`src/rtl/core/n23cfc_pkg.sv`:
```
// n23cfc_pkg: shared types and constants for the n23 credit flow control unit
// no dependencies; used by n23_credit_flow_control_unit
`timescale 1ns / 1ps
`default_nettype none

package n23cfc_pkg;

  localparam int unsigned CountWidth = 8;
  localparam int unsigned CfgWidth   = 8;
  localparam int unsigned OutBalWidth = 16;
  localparam int unsigned ApbDataWidth = 32;
  localparam int unsigned ApbAddrWidth = 3;

  typedef enum logic [1:0] {
    OP_POP    = 2'd0,
    OP_DATA   = 2'd1,
    OP_CREDIT = 2'd2
  } op_e;

  typedef enum logic {
    REG_CREDIT_BATCH = 1'b0,
    REG_CREDIT_EXTRA = 1'b1
  } reg_idx_e;

  localparam logic [CfgWidth-1:0] CreditBatchReset = 8'd10;
  localparam logic [CfgWidth-1:0] CreditExtraReset = 8'd20;

endpackage

`default_nettype wire

```
`src/rtl/core/n23_credit_flow_control_unit.sv`:
```
// n23_credit_flow_control_unit: hop-by-hop n23 credit flow control for one circuit
// depends on n23cfc_pkg
`timescale 1ns / 1ps
`default_nettype none

// Takes one cell event word per clock and returns one result word for each, in the
// cycle after acceptance through a single output register; a new word is taken
// whenever that register is empty or being drained in the same cycle, so the
// sustained rate is one word per cycle. The balance, forwarded-count and blocked
// state for both directions sits in flip-flops and is updated at acceptance, so
// consecutive words see each other's effect with no stall. Registers: credit_batch
// at byte address 0, credit_extra at 4; writing either reloads both balances to
// credit_batch + credit_extra. No clearing pass is needed after reset.
module n23_credit_flow_control_unit #(
  parameter int unsigned BALANCE_WIDTH = 16
) (
  input  wire logic                                  clk_i,
  input  wire logic                                  rst_ni,
  // apb configuration
  input  wire logic                                  psel,
  input  wire logic                                  penable,
  input  wire logic                                  pwrite,
  input  wire logic [n23cfc_pkg::ApbAddrWidth-1:0]   paddr,
  input  wire logic [n23cfc_pkg::ApbDataWidth-1:0]   pwdata,
  output logic      [n23cfc_pkg::ApbDataWidth-1:0]   prdata,
  output logic                                       pready,
  // input channel
  input  wire logic                                  in_valid_i,
  output logic                                       in_ready_o,
  input  wire logic [1:0]                            operation_i,
  input  wire logic                                  direction_i,
  input  wire logic                                  cell_present_i,
  input  wire logic                                  peer_speaks_cells_i,
  // output channel
  output logic                                       out_valid_o,
  input  wire logic                                  out_ready_i,
  output logic                                       send_credit_o,
  output logic                                       block_peer_o,
  output logic                                       unblock_link_o,
  output logic                                       credit_positive_o,
  output logic signed [n23cfc_pkg::OutBalWidth-1:0]  balance_now_o
);

  localparam int unsigned BW = BALANCE_WIDTH;
  localparam int unsigned CW = n23cfc_pkg::CfgWidth;
  localparam int unsigned NW = n23cfc_pkg::CountWidth;
  localparam int unsigned OW = n23cfc_pkg::OutBalWidth;

  logic [CW-1:0] credit_batch_q, credit_batch_d;
  logic [CW-1:0] credit_extra_q, credit_extra_d;
  logic signed [BW-1:0] credit_balance_q [2];
  logic signed [BW-1:0] credit_balance_d [2];
  logic [NW-1:0] forwarded_count_q [2];
  logic [NW-1:0] forwarded_count_d [2];
  logic [1:0] link_blocked_q, link_blocked_d;

  logic out_valid_q;
  logic send_credit_q, block_peer_q, unblock_link_q, credit_positive_q;
  logic signed [OW-1:0] balance_now_q;

  logic cfg_wr;
  logic in_acc;
  logic dir_own, dir_opp;
  n23cfc_pkg::op_e op;

  logic [CW:0] cap9;
  logic [CW:0] cap9_new;
  logic signed [BW-1:0] bal_min;
  logic signed [BW-1:0] bal_full_new;
  logic signed [BW-1:0] bal_dec;
  logic signed [BW:0] bal_sum;
  logic signed [BW:0] cap_ext;
  logic signed [BW-1:0] bal_credit;
  logic signed [BW-1:0] bal_res;
  logic [BW+OW-1:0] bal_res_ext;
  logic [NW:0] cnt_inc;
  logic [NW:0] cnt_next;
  logic cnt_due;
  logic send_w, block_w, unblock_w, positive_w;

  assign pready  = 1'b1;
  assign cfg_wr  = psel & penable & pwrite & pready;
  assign prdata  = (paddr[2] == n23cfc_pkg::REG_CREDIT_EXTRA)
                 ? {{(n23cfc_pkg::ApbDataWidth-CW){1'b0}}, credit_extra_q}
                 : {{(n23cfc_pkg::ApbDataWidth-CW){1'b0}}, credit_batch_q};

  assign in_ready_o = ~out_valid_q | out_ready_i;
  assign in_acc     = in_valid_i & in_ready_o;
  assign op         = n23cfc_pkg::op_e'(operation_i);
  assign dir_own    = direction_i;
  assign dir_opp    = ~direction_i;

  // configuration decode
  always_comb begin
    credit_batch_d = credit_batch_q;
    credit_extra_d = credit_extra_q;
    if (cfg_wr) begin
      unique case (n23cfc_pkg::reg_idx_e'(paddr[2]))
        n23cfc_pkg::REG_CREDIT_BATCH: credit_batch_d = pwdata[CW-1:0];
        n23cfc_pkg::REG_CREDIT_EXTRA: credit_extra_d = pwdata[CW-1:0];
        default: ;
      endcase
    end
  end

  assign cap9         = {1'b0, credit_batch_q} + {1'b0, credit_extra_q};
  assign cap9_new     = {1'b0, credit_batch_d} + {1'b0, credit_extra_d};
  assign bal_full_new = $signed({{(BW-CW-1){1'b0}}, cap9_new});
  assign bal_min      = $signed({1'b1, {(BW-1){1'b0}}});
  assign cap_ext      = $signed({{(BW-CW){1'b0}}, cap9});

  // data push: spend one credit, saturating at the bottom
  assign bal_dec = (credit_balance_q[dir_own] != bal_min)
                 ? credit_balance_q[dir_own] - BW'(1)
                 : credit_balance_q[dir_own];

  // credit push: refill the opposite balance, capped
  assign bal_sum    = $signed({credit_balance_q[dir_opp][BW-1], credit_balance_q[dir_opp]})
                    + $signed({{(BW+1-CW){1'b0}}, credit_batch_q});
  assign bal_credit = (bal_sum > cap_ext) ? cap_ext[BW-1:0] : bal_sum[BW-1:0];

  // pop: count forwarded cells
  assign cnt_inc  = {1'b0, forwarded_count_q[dir_own]} + (NW+1)'(1);
  assign cnt_due  = cnt_inc >= {1'b0, credit_batch_q};
  assign cnt_next = cnt_due ? cnt_inc - {1'b0, credit_batch_q} : cnt_inc;

  always_comb begin
    credit_balance_d  = credit_balance_q;
    forwarded_count_d = forwarded_count_q;
    link_blocked_d    = link_blocked_q;
    send_w     = 1'b0;
    block_w    = 1'b0;
    unblock_w  = 1'b0;
    positive_w = 1'b0;
    bal_res    = '0;
    case (op)
      n23cfc_pkg::OP_POP: begin
        if (cell_present_i) begin
          forwarded_count_d[dir_own] = cnt_next[NW-1:0];
          send_w = cnt_due & peer_speaks_cells_i;
        end
      end
      n23cfc_pkg::OP_DATA: begin
        credit_balance_d[dir_own] = bal_dec;
        bal_res = bal_dec;
        if ((bal_dec <= $signed(BW'(0))) && !peer_speaks_cells_i) begin
          link_blocked_d[dir_opp] = 1'b1;
          block_w = 1'b1;
        end
      end
      n23cfc_pkg::OP_CREDIT: begin
        credit_balance_d[dir_opp] = bal_credit;
        bal_res = bal_credit;
        if (bal_credit > $signed(BW'(0))) begin
          positive_w = 1'b1;
          if (link_blocked_q[dir_own]) begin
            link_blocked_d[dir_own] = 1'b0;
            unblock_w = 1'b1;
          end
        end
      end
      default: ;
    endcase
  end

  assign bal_res_ext = {{OW{bal_res[BW-1]}}, bal_res};

  always_ff @(posedge clk_i or negedge rst_ni) begin
    if (!rst_ni) begin
      credit_batch_q       <= n23cfc_pkg::CreditBatchReset;
      credit_extra_q       <= n23cfc_pkg::CreditExtraReset;
      credit_balance_q[0]  <= BW'(n23cfc_pkg::CreditBatchReset)
                            + BW'(n23cfc_pkg::CreditExtraReset);
      credit_balance_q[1]  <= BW'(n23cfc_pkg::CreditBatchReset)
                            + BW'(n23cfc_pkg::CreditExtraReset);
      forwarded_count_q[0] <= '0;
      forwarded_count_q[1] <= '0;
      link_blocked_q       <= '0;
      out_valid_q          <= 1'b0;
    end else begin
      credit_batch_q <= credit_batch_d;
      credit_extra_q <= credit_extra_d;
      if (cfg_wr) begin
        credit_balance_q[0] <= bal_full_new;
        credit_balance_q[1] <= bal_full_new;
      end else if (in_acc) begin
        credit_balance_q <= credit_balance_d;
      end
      if (in_acc) begin
        forwarded_count_q <= forwarded_count_d;
        link_blocked_q    <= link_blocked_d;
        out_valid_q       <= 1'b1;
      end else if (out_ready_i) begin
        out_valid_q <= 1'b0;
      end
    end
  end

  // result word register
  always_ff @(posedge clk_i) begin
    if (in_acc) begin
      send_credit_q     <= send_w;
      block_peer_q      <= block_w;
      unblock_link_q    <= unblock_w;
      credit_positive_q <= positive_w;
      balance_now_q     <= $signed(bal_res_ext[OW-1:0]);
    end
  end

  assign out_valid_o       = out_valid_q;
  assign send_credit_o     = send_credit_q;
  assign block_peer_o      = block_peer_q;
  assign unblock_link_o    = unblock_link_q;
  assign credit_positive_o = credit_positive_q;
  assign balance_now_o     = balance_now_q;

  // balances never exceed the configured cap
  a_bal_cap: assert property (@(posedge clk_i) disable iff (!rst_ni)
    (credit_balance_q[0] <= cap_ext) && (credit_balance_q[1] <= cap_ext))
    else $error("balance above cap");

  // at most one of send_credit, block_peer and unblock_link per word
  a_flags_excl: assert property (@(posedge clk_i) disable iff (!rst_ni)
    out_valid_q |-> $onehot0({send_credit_q, block_peer_q, unblock_link_q}))
    else $error("conflicting event flags");

  // unblocking only with a positive balance
  a_unblock_pos: assert property (@(posedge clk_i) disable iff (!rst_ni)
    (out_valid_q && unblock_link_q) |-> credit_positive_q)
    else $error("unblock without positive balance");

  // an accepted word always yields a result next cycle
  a_acc_result: assert property (@(posedge clk_i) disable iff (!rst_ni)
    in_acc |=> out_valid_q)
    else $error("result word missing");

endmodule

`default_nettype wire

```
`config.mk`:
```
export PLATFORM = sky130hd
export DESIGN_NAME = n23_credit_flow_control_unit
export DESIGN_NICKNAME = d
export VERILOG_FILES = /design/src/rtl/core/n23cfc_pkg.sv /design/src/rtl/core/n23_credit_flow_control_unit.sv
export SDC_FILE = /design/constraint.sdc
export NUM_CORES = 1
export LEC_CHECK = 0
export BUFFER_PORTS_ARGS = -buffer_cell sky130_fd_sc_hd__buf_2
export CAP_MARGIN = 15
export CORE_ASPECT_RATIO = 0.6
export CORE_MARGIN = 5
export CORE_UTILIZATION = 30
export DETAILED_ROUTE_END_ITERATION = 7
export GPL_ROUTABILITY_DRIVEN = 0
export HOLD_SLACK_MARGIN = 0.03
export PLACE_DENSITY = 0.6
export SKIP_LAST_GASP = 1
export SLEW_MARGIN = 10
export SYNTH_ARGS = -nofsm -noshare
export SYNTH_HDL_FRONTEND = slang
export SYNTH_SLANG_ARGS = --single-unit
```
`constraint.sdc`:
```
create_clock -name clk_i -period 3.9 [get_ports clk_i]
set_input_delay 0.195 -clock clk_i [delete_from_list [all_inputs] [get_ports clk_i]]
set_output_delay 0.195 -clock clk_i [all_outputs]
set_load 0.01 [all_outputs]
```
---- Word-level counts from Yosys, hierarchy flattened ----
Cells that the tools add are included.
storage, ports and cells
  register bits ........................... 87
  bits of input ports ..................... 47
  output and inout bits ................... 55
  logic and storage cells ................. 110
operators by class
  $add $sub $neg .......................... 6
  $lt $le $gt $ge ......................... 12
  equal/unequal tests ..................... 6
  mux-type cells .......................... 45
  bitwise gates (word level) .............. 12
  reductions and logical operators ........ 16
operators with widths
  operator               number
  $mux 16                10
  $mux 8                 10
  $bwmux 32              2
  $mux 32                2
  $pmux 32 s2            1
  $demux 16 s1           2
  $pmux 16 s2            1
  $add 8x8->9            2
  $add 16x9->17          1
  $gt 17x10->1           1
  $bwmux 16              1
  $gt 16x1->1 const B    1
  $le 16x1->1 const B    1
  $ne 16x16->1 const B   1
  $sub 16x2->16 const B  1
  $add 8x1->9 const B    1
  $ge 9x8->1             1
  $mux 1                 9
  $demux 8 s1            1
  $sub 8x8->8            1
  $mux 2                 3
  $ne 2x2->1 const B     3
  $reduce_and 2->1       3
  $reduce_bool 2->1      3
  other kinds (21)       35

---- Logic depth before layout (Yosys ltp) ----
  depth in word-level cells ............... 12
  gate-level depth with buffers ........... 25
  depth with buffers taken out ............ 17

---- Worst setup path after synthesis ----
Ideal clock, no wire load.
  path kind ............................... input-to-reg
  start point ............................. in direction_i
  end point ............................... reg balance_now_q[7] (netlist: balance_now_o[7]) (data pin)
  library setup time ...................... 0.258 ns
  arrival time ............................ 5.627 ns
  required time ........................... 3.642 ns
  setup slack ............................. -1.985 ns
  stages .................................. 23
  path buffers ............................ 7
  path through ............................ buf_4 buf_2 buf_2 buf_4 buf_2 buf_1 clkbuf_1 mux2_2 ha_1 fa_1 a211oi_1 nor2_1 a31oi_2 xor2_1 ha_1 a21oi_1 o21ai_0 o22ai_1 o21ai_0 o32ai_4 mux2_2 a22oi_1 nor2b_1
on the way
  word-level cells in the longest chain between the ends .. 9
  elaborated cells between the ends (all ways) .. 16
  classes of those cells .................. 2 x add/sub; 1 x order compare; 1 x eq/ne; 9 x mux; 3 x bitwise
RTL lines
  item                                         RTL line                             source
  start, declared                              n23_credit_flow_control_unit.sv:31   input wire logic direction_i,
  $not 1->1                                    n23_credit_flow_control_unit.sv:91   assign dir_opp = ~direction_i;
  $not 1->2 (not written as such)              n23_credit_flow_control_unit.sv:118  assign bal_sum = $signed({credit_balance_q[dir_opp][BW-1], credit_balance_q[dir_opp]})
  $mux 16 (not written as such) (3 in series)  n23_credit_flow_control_unit.sv:118
  $add 16x9->17                                n23_credit_flow_control_unit.sv:119  + $signed({{(BW+1-CW){1'b0}}, credit_batch_q});
  $gt 17x10->1                                 n23_credit_flow_control_unit.sv:120  assign bal_credit = (bal_sum > cap_ext) ? cap_ext[BW-1:0] : bal_sum[BW-1:0];
  $mux 16                                      n23_credit_flow_control_unit.sv:120
  $pmux 16 s2 *                                n23_credit_flow_control_unit.sv:136  case (op)
  end signal, assigned                         n23_credit_flow_control_unit.sv:206  balance_now_q <= $signed(bal_res_ext[OW-1:0]);
  end, declared                                n23_credit_flow_control_unit.sv:59   logic signed [OW-1:0] balance_now_q;
Mark *: on every way between the ends. The rest lies on a longest branch, timed or not. The select of a mux whose other input is x is not followed.
A chain may end at the register's enable or synchronous reset.

---- Final worst setup path ----
  start point ............................. reg credit_balance_q[0] (netlist bit)
  end point ............................... reg unblock_link_q (netlist: unblock_link_o) (data pin)
on the way
  word-level cells in the longest chain between the ends .. 8
RTL lines
  item                                           RTL line                             source
  start, declared                                n23_credit_flow_control_unit.sv:51   logic signed [BW-1:0] credit_balance_q [2];
  start signal, assigned                         n23_credit_flow_control_unit.sv:187  credit_balance_q <= credit_balance_d;
  $mux 16 (not written as such) * (3 in series)  n23_credit_flow_control_unit.sv:118
  $add 16x9->17 *                                n23_credit_flow_control_unit.sv:119
  $gt 17x10->1                                   n23_credit_flow_control_unit.sv:120
  $mux 16 *                                      n23_credit_flow_control_unit.sv:120
  $gt 16x1->1 *                                  n23_credit_flow_control_unit.sv:154  if (bal_credit > $signed(BW'(0))) begin
  $reduce_and 2->1 (no source line) *            --
  end signal, assigned                           n23_credit_flow_control_unit.sv:204  unblock_link_q <= unblock_w;
  end, declared                                  n23_credit_flow_control_unit.sv:58   logic send_credit_q, block_peer_q, unblock_link_q, credit_positive_q;
Marked as above.

==> key figures <==
Run status
  – Status: finished with violations
  – Failing checks: negative setup slack

Yosys
  – Compound-gate portion of the synthesized area: a little over a fifth
  – Seq cells post-synth: 87
  – Post-synth EDFFs: 20
  – XOR/XNOR share of the synthesized area: between 4 and 5%
  – Yosys top cell by area: dfrtp_1
  – Adder-cell share of the synthesized area: under 10%
  – Synthesized cell area: 0.007704 mm^2
  – Syn. warnings: 0
  – Dominant cells by area after synthesis: dfrtp_1 18%, edfxtp_1 7.8%, mux2_2 7.6%, ha_1 7.5%, mux2i_1 4.5%
  – Synth Instances: between 800 and 900
  – Largest family of logic cells by synthesized area: compound AO/OA/AOI/OAI gates
  – Register area share after synthesis: between 20 and 30%
  – Ys flop type: dfrtp_1
  – Synth cell types: between 80 and 90
  – Avg Cell Area, Syn: slightly above 9 um^2
  – Multiplexer area fraction after synthesis: roughly 12%
  – Yosys top cell area share: roughly 18%
  – Ys async rst share: around 77%
  – Simple-gate area share of the yosys netlist: around 18%

Timing
  – Least-Margin Pin Slew: 1.110 ns
  – Skew final: approximately 0.012 ns
  – Fmax: between 0.2 and 0.25 GHz
  – Slew Limit Fails: 0
  – Tcrit/Tclk final: 103.9%
  – RSZ-0062 raised after global routing: yes
  – Worst slew margin: approximately 26%
  – Fin. Hold Viols: 0
  – Final setup fails: 30
  – Worst setup margin: -0.1520 ns
  – Final min period: 4.052 ns
  – Worst Hold Slack: 0.1012 ns

Clocking
  – CTS Buf Count: 9
  – Clock-pin slew on the worst setup and hold paths: about 0.070 ns
  – CTS tree: yes
  – H-tree Lvls: 3
  – Clock buffer depth: 2
  – Clock sink count: between 80 and 90
  – CTS root buf: clkbuf_16
  – Clk_lat worst skew: between 0.3 and 0.4 ns

Critical path
  – Crit path required time: approximately 4 ns
  – Slowest CP cell: fa_2
  – Worst reg2reg path depth: 19
  – Critical path type: flip-flop to flip-flop
  – Crit path largest cell delay: between 0.4 and 0.5 ns
  – CP Capture Type: flip-flop
  – Worst path cell trace: mux2_4, ha_4, fa_2, a211oi_2, nor2_2, o21a_1, nor2_2, xnor2_2, ha_1, a21oi_1, o21ai_1, o22ai_2, o21ai_2, o32ai_4, buf_4, and2_4, o32ai_4, buf_12, and3_1
  – Crit Path Max Fanout: 4
  – Worst Setup Start Kind: flip-flop
  – WP data arrival: ~4.2 ns

Route
  – Initial drt markers: a little over 600
  – Antenna Violating Nets Remaining: 0
  – Wire per inst: about 19 um
  – Vias/cell: approximately 5.3
  – DRC violations left: 0
  – Pre-Repair DR Iteration Count: 6
  – Final wirelength: 25.10 mm
  – Via count: 7064

Layout
  – Multi-input combinational cell area: approximately 0.0053 mm^2
  – Fin cells: 1323
  – Most common cell after layout, fill and taps aside: buf_4
  – FILL cells: ~2500
  – # diodes: 0
  – Share of layout cells above drive strength 1: 31.99%
  – FF+latch area: around 0.0023 mm^2
  – Fin nets: roughly 1100
  – Commonest cells after routing, fill and taps aside: 111 x buf_4, 61 x nand2_1, 61 x nor2_1
  – Area delta synth->final: 25.86%

Place
  – Setup WS pre-CTS: -0.2057 ns
  – Port bufs: 50
  – Detailed Place HPWL: around 19 mm
  – Placed cell count: 1301

Die
  – Row Count: 45
  – Initial Util: a little under a third
  – Die ar.: about 0.029 mm^2
  – I/O pin total: slightly above 100
  – Core area: 0.02528 mm^2
  – Die Wd: around 220 um
  – Die Span Y: 134.1 um

Pwr
  – Clock power frac: around 14%
  – Sw Share: 43.42%
  – Leakage: approximately 4.2 nW
  – Flop pwr share: between 20% and 30%
  – Psw: approximately 3.0 mW
  – Power Density: ~720 mW/mm^2
  – Maximum VDD drop: slightly below 0.3 mV
  – Power Internal: roughly 3.9 mW
  – Logic pwr share: between 60% and 70%

Flow run
  – Max_cap viols: 0

GRT
  – Overall routing resource usage: around 17%
  – First-pass GRT wire length: approximately 39 mm
  – Remaining Overflow, GRT: 0
  – Vias in the first global route: 6734
  – Largest net degree at the start of global routing: a little over 40
  – Antenna violations before repair: 0

Hold path
  – Hold WC Path Type: primary input to flip-flop
  – Worst hold stages: 2
through the flow:
step	util (%)	cell area, um^2	setup TNS, ns	total power, mW
floorplan	-	7904	-25.11	4.060
finish	38.35	9696	-2.672	6.969
detailed placement	35.69	9022	-3.181	5.533
global placement	35.69	9022	-2.719	5.480
CTS	37.84	9565	-3.429	6.799
global route	38.35	9696	-9.384	7.477
cell usage after synthesis (all sizes together), types with 20 or more instances:
library cell	instances
buf	37
mux2	52
mux2i	36
o21ai	53
nor2	63
nor2b	25
inv	40
a21oi	54
ha	46
nand2	63
clkbuf	21
a22oi	23
dfrtp	55
edfxtp	20
cell families after synthesis:
kind of cell,Yosys count
flip-flops,87
adder cells (fa/ha/maj),50
AND/OR/NAND/NOR,249
multiplexers,88
buffers and inverters,98
AO/OA/AOI/OAI,235
other,2
XOR/XNOR,36
worst paths after layout:
kind                                        end  slack (ns)            startpoint
min in group asynchronous  credit_balance_q[13]        0.42                rst_ni
setup / recovery                 unblock_link_o       -0.15   credit_balance_q[0]
hold / removal                credit_batch_q[6]        0.10             pwdata[6]
hold reg to reg            forwarded_count_q[1]        0.48  forwarded_count_q[1]
max in group asynchronous     credit_batch_q[1]        2.43                rst_ni
setup reg to reg                 unblock_link_o       -0.15   credit_balance_q[0]
sequential cells by signal, indices dropped and copies added, names as in the netlist, 2 cells and up:
signal	flops
link_blocked_q	2
credit_balance_q	32
credit_extra_q	8
forwarded_count_q	16
balance_now_o	16
credit_batch_q	8
power groups by stage:
stage | Combinational, mW | Sequential, mW | Clock [mW]
2_1_floorplan | 2.65 | 1.41 | 0
4_1_cts | 4.33 | 1.43 | 1.04
3_3_place_gp | 4.04 | 1.44 | 0
6_report | 4.52 | 1.43 | 1.01
3_5_place_dp | 4.09 | 1.44 | 0
5_1_grt | 4.94 | 1.46 | 1.07
metal layers:
metal	up-vias	GRT usage [%]	routed length [um]
li1	3371	-	-
met1	3407	26.40	12800
met2	268	23.40	9998
met3	18	4.512	2068
met4	0	3.578	227
met5	-	0	0
cell type report:
cell class	count	share of cell area, %
clock inverter	4	0.4646
tap	329	4.246
clock buffer	12	3.097
timing repair buffer	168	12.21
sequential	87	23.64
multi-input combinational	683	54.79
inverter	40	1.549
timing repair:
action	4_1_cts	5_1_grt
gates resized for setup	38	19
pin swaps	15	20
endpoints found under the setup margin	31	38
hold buffers	2	0
setup buffers	3	4
gates cloned	0	0
hold endpoints to repair	28	0
worst max-delay path: cells and delay by family (launching register included):
family | cells | cell delay, ns
adders and majority gates | 3 | 0.87
xor gates and xnor gates | 1 | 0.14
buffers and inverters | 2 | 0.34
and+or+nand+nor | 4 | 0.53
DFF | 1 | 0.38
AOI/OAI and AO/OA | 8 | 1.28
muxes | 1 | 0.28
(Power assumes the default switching activity.)
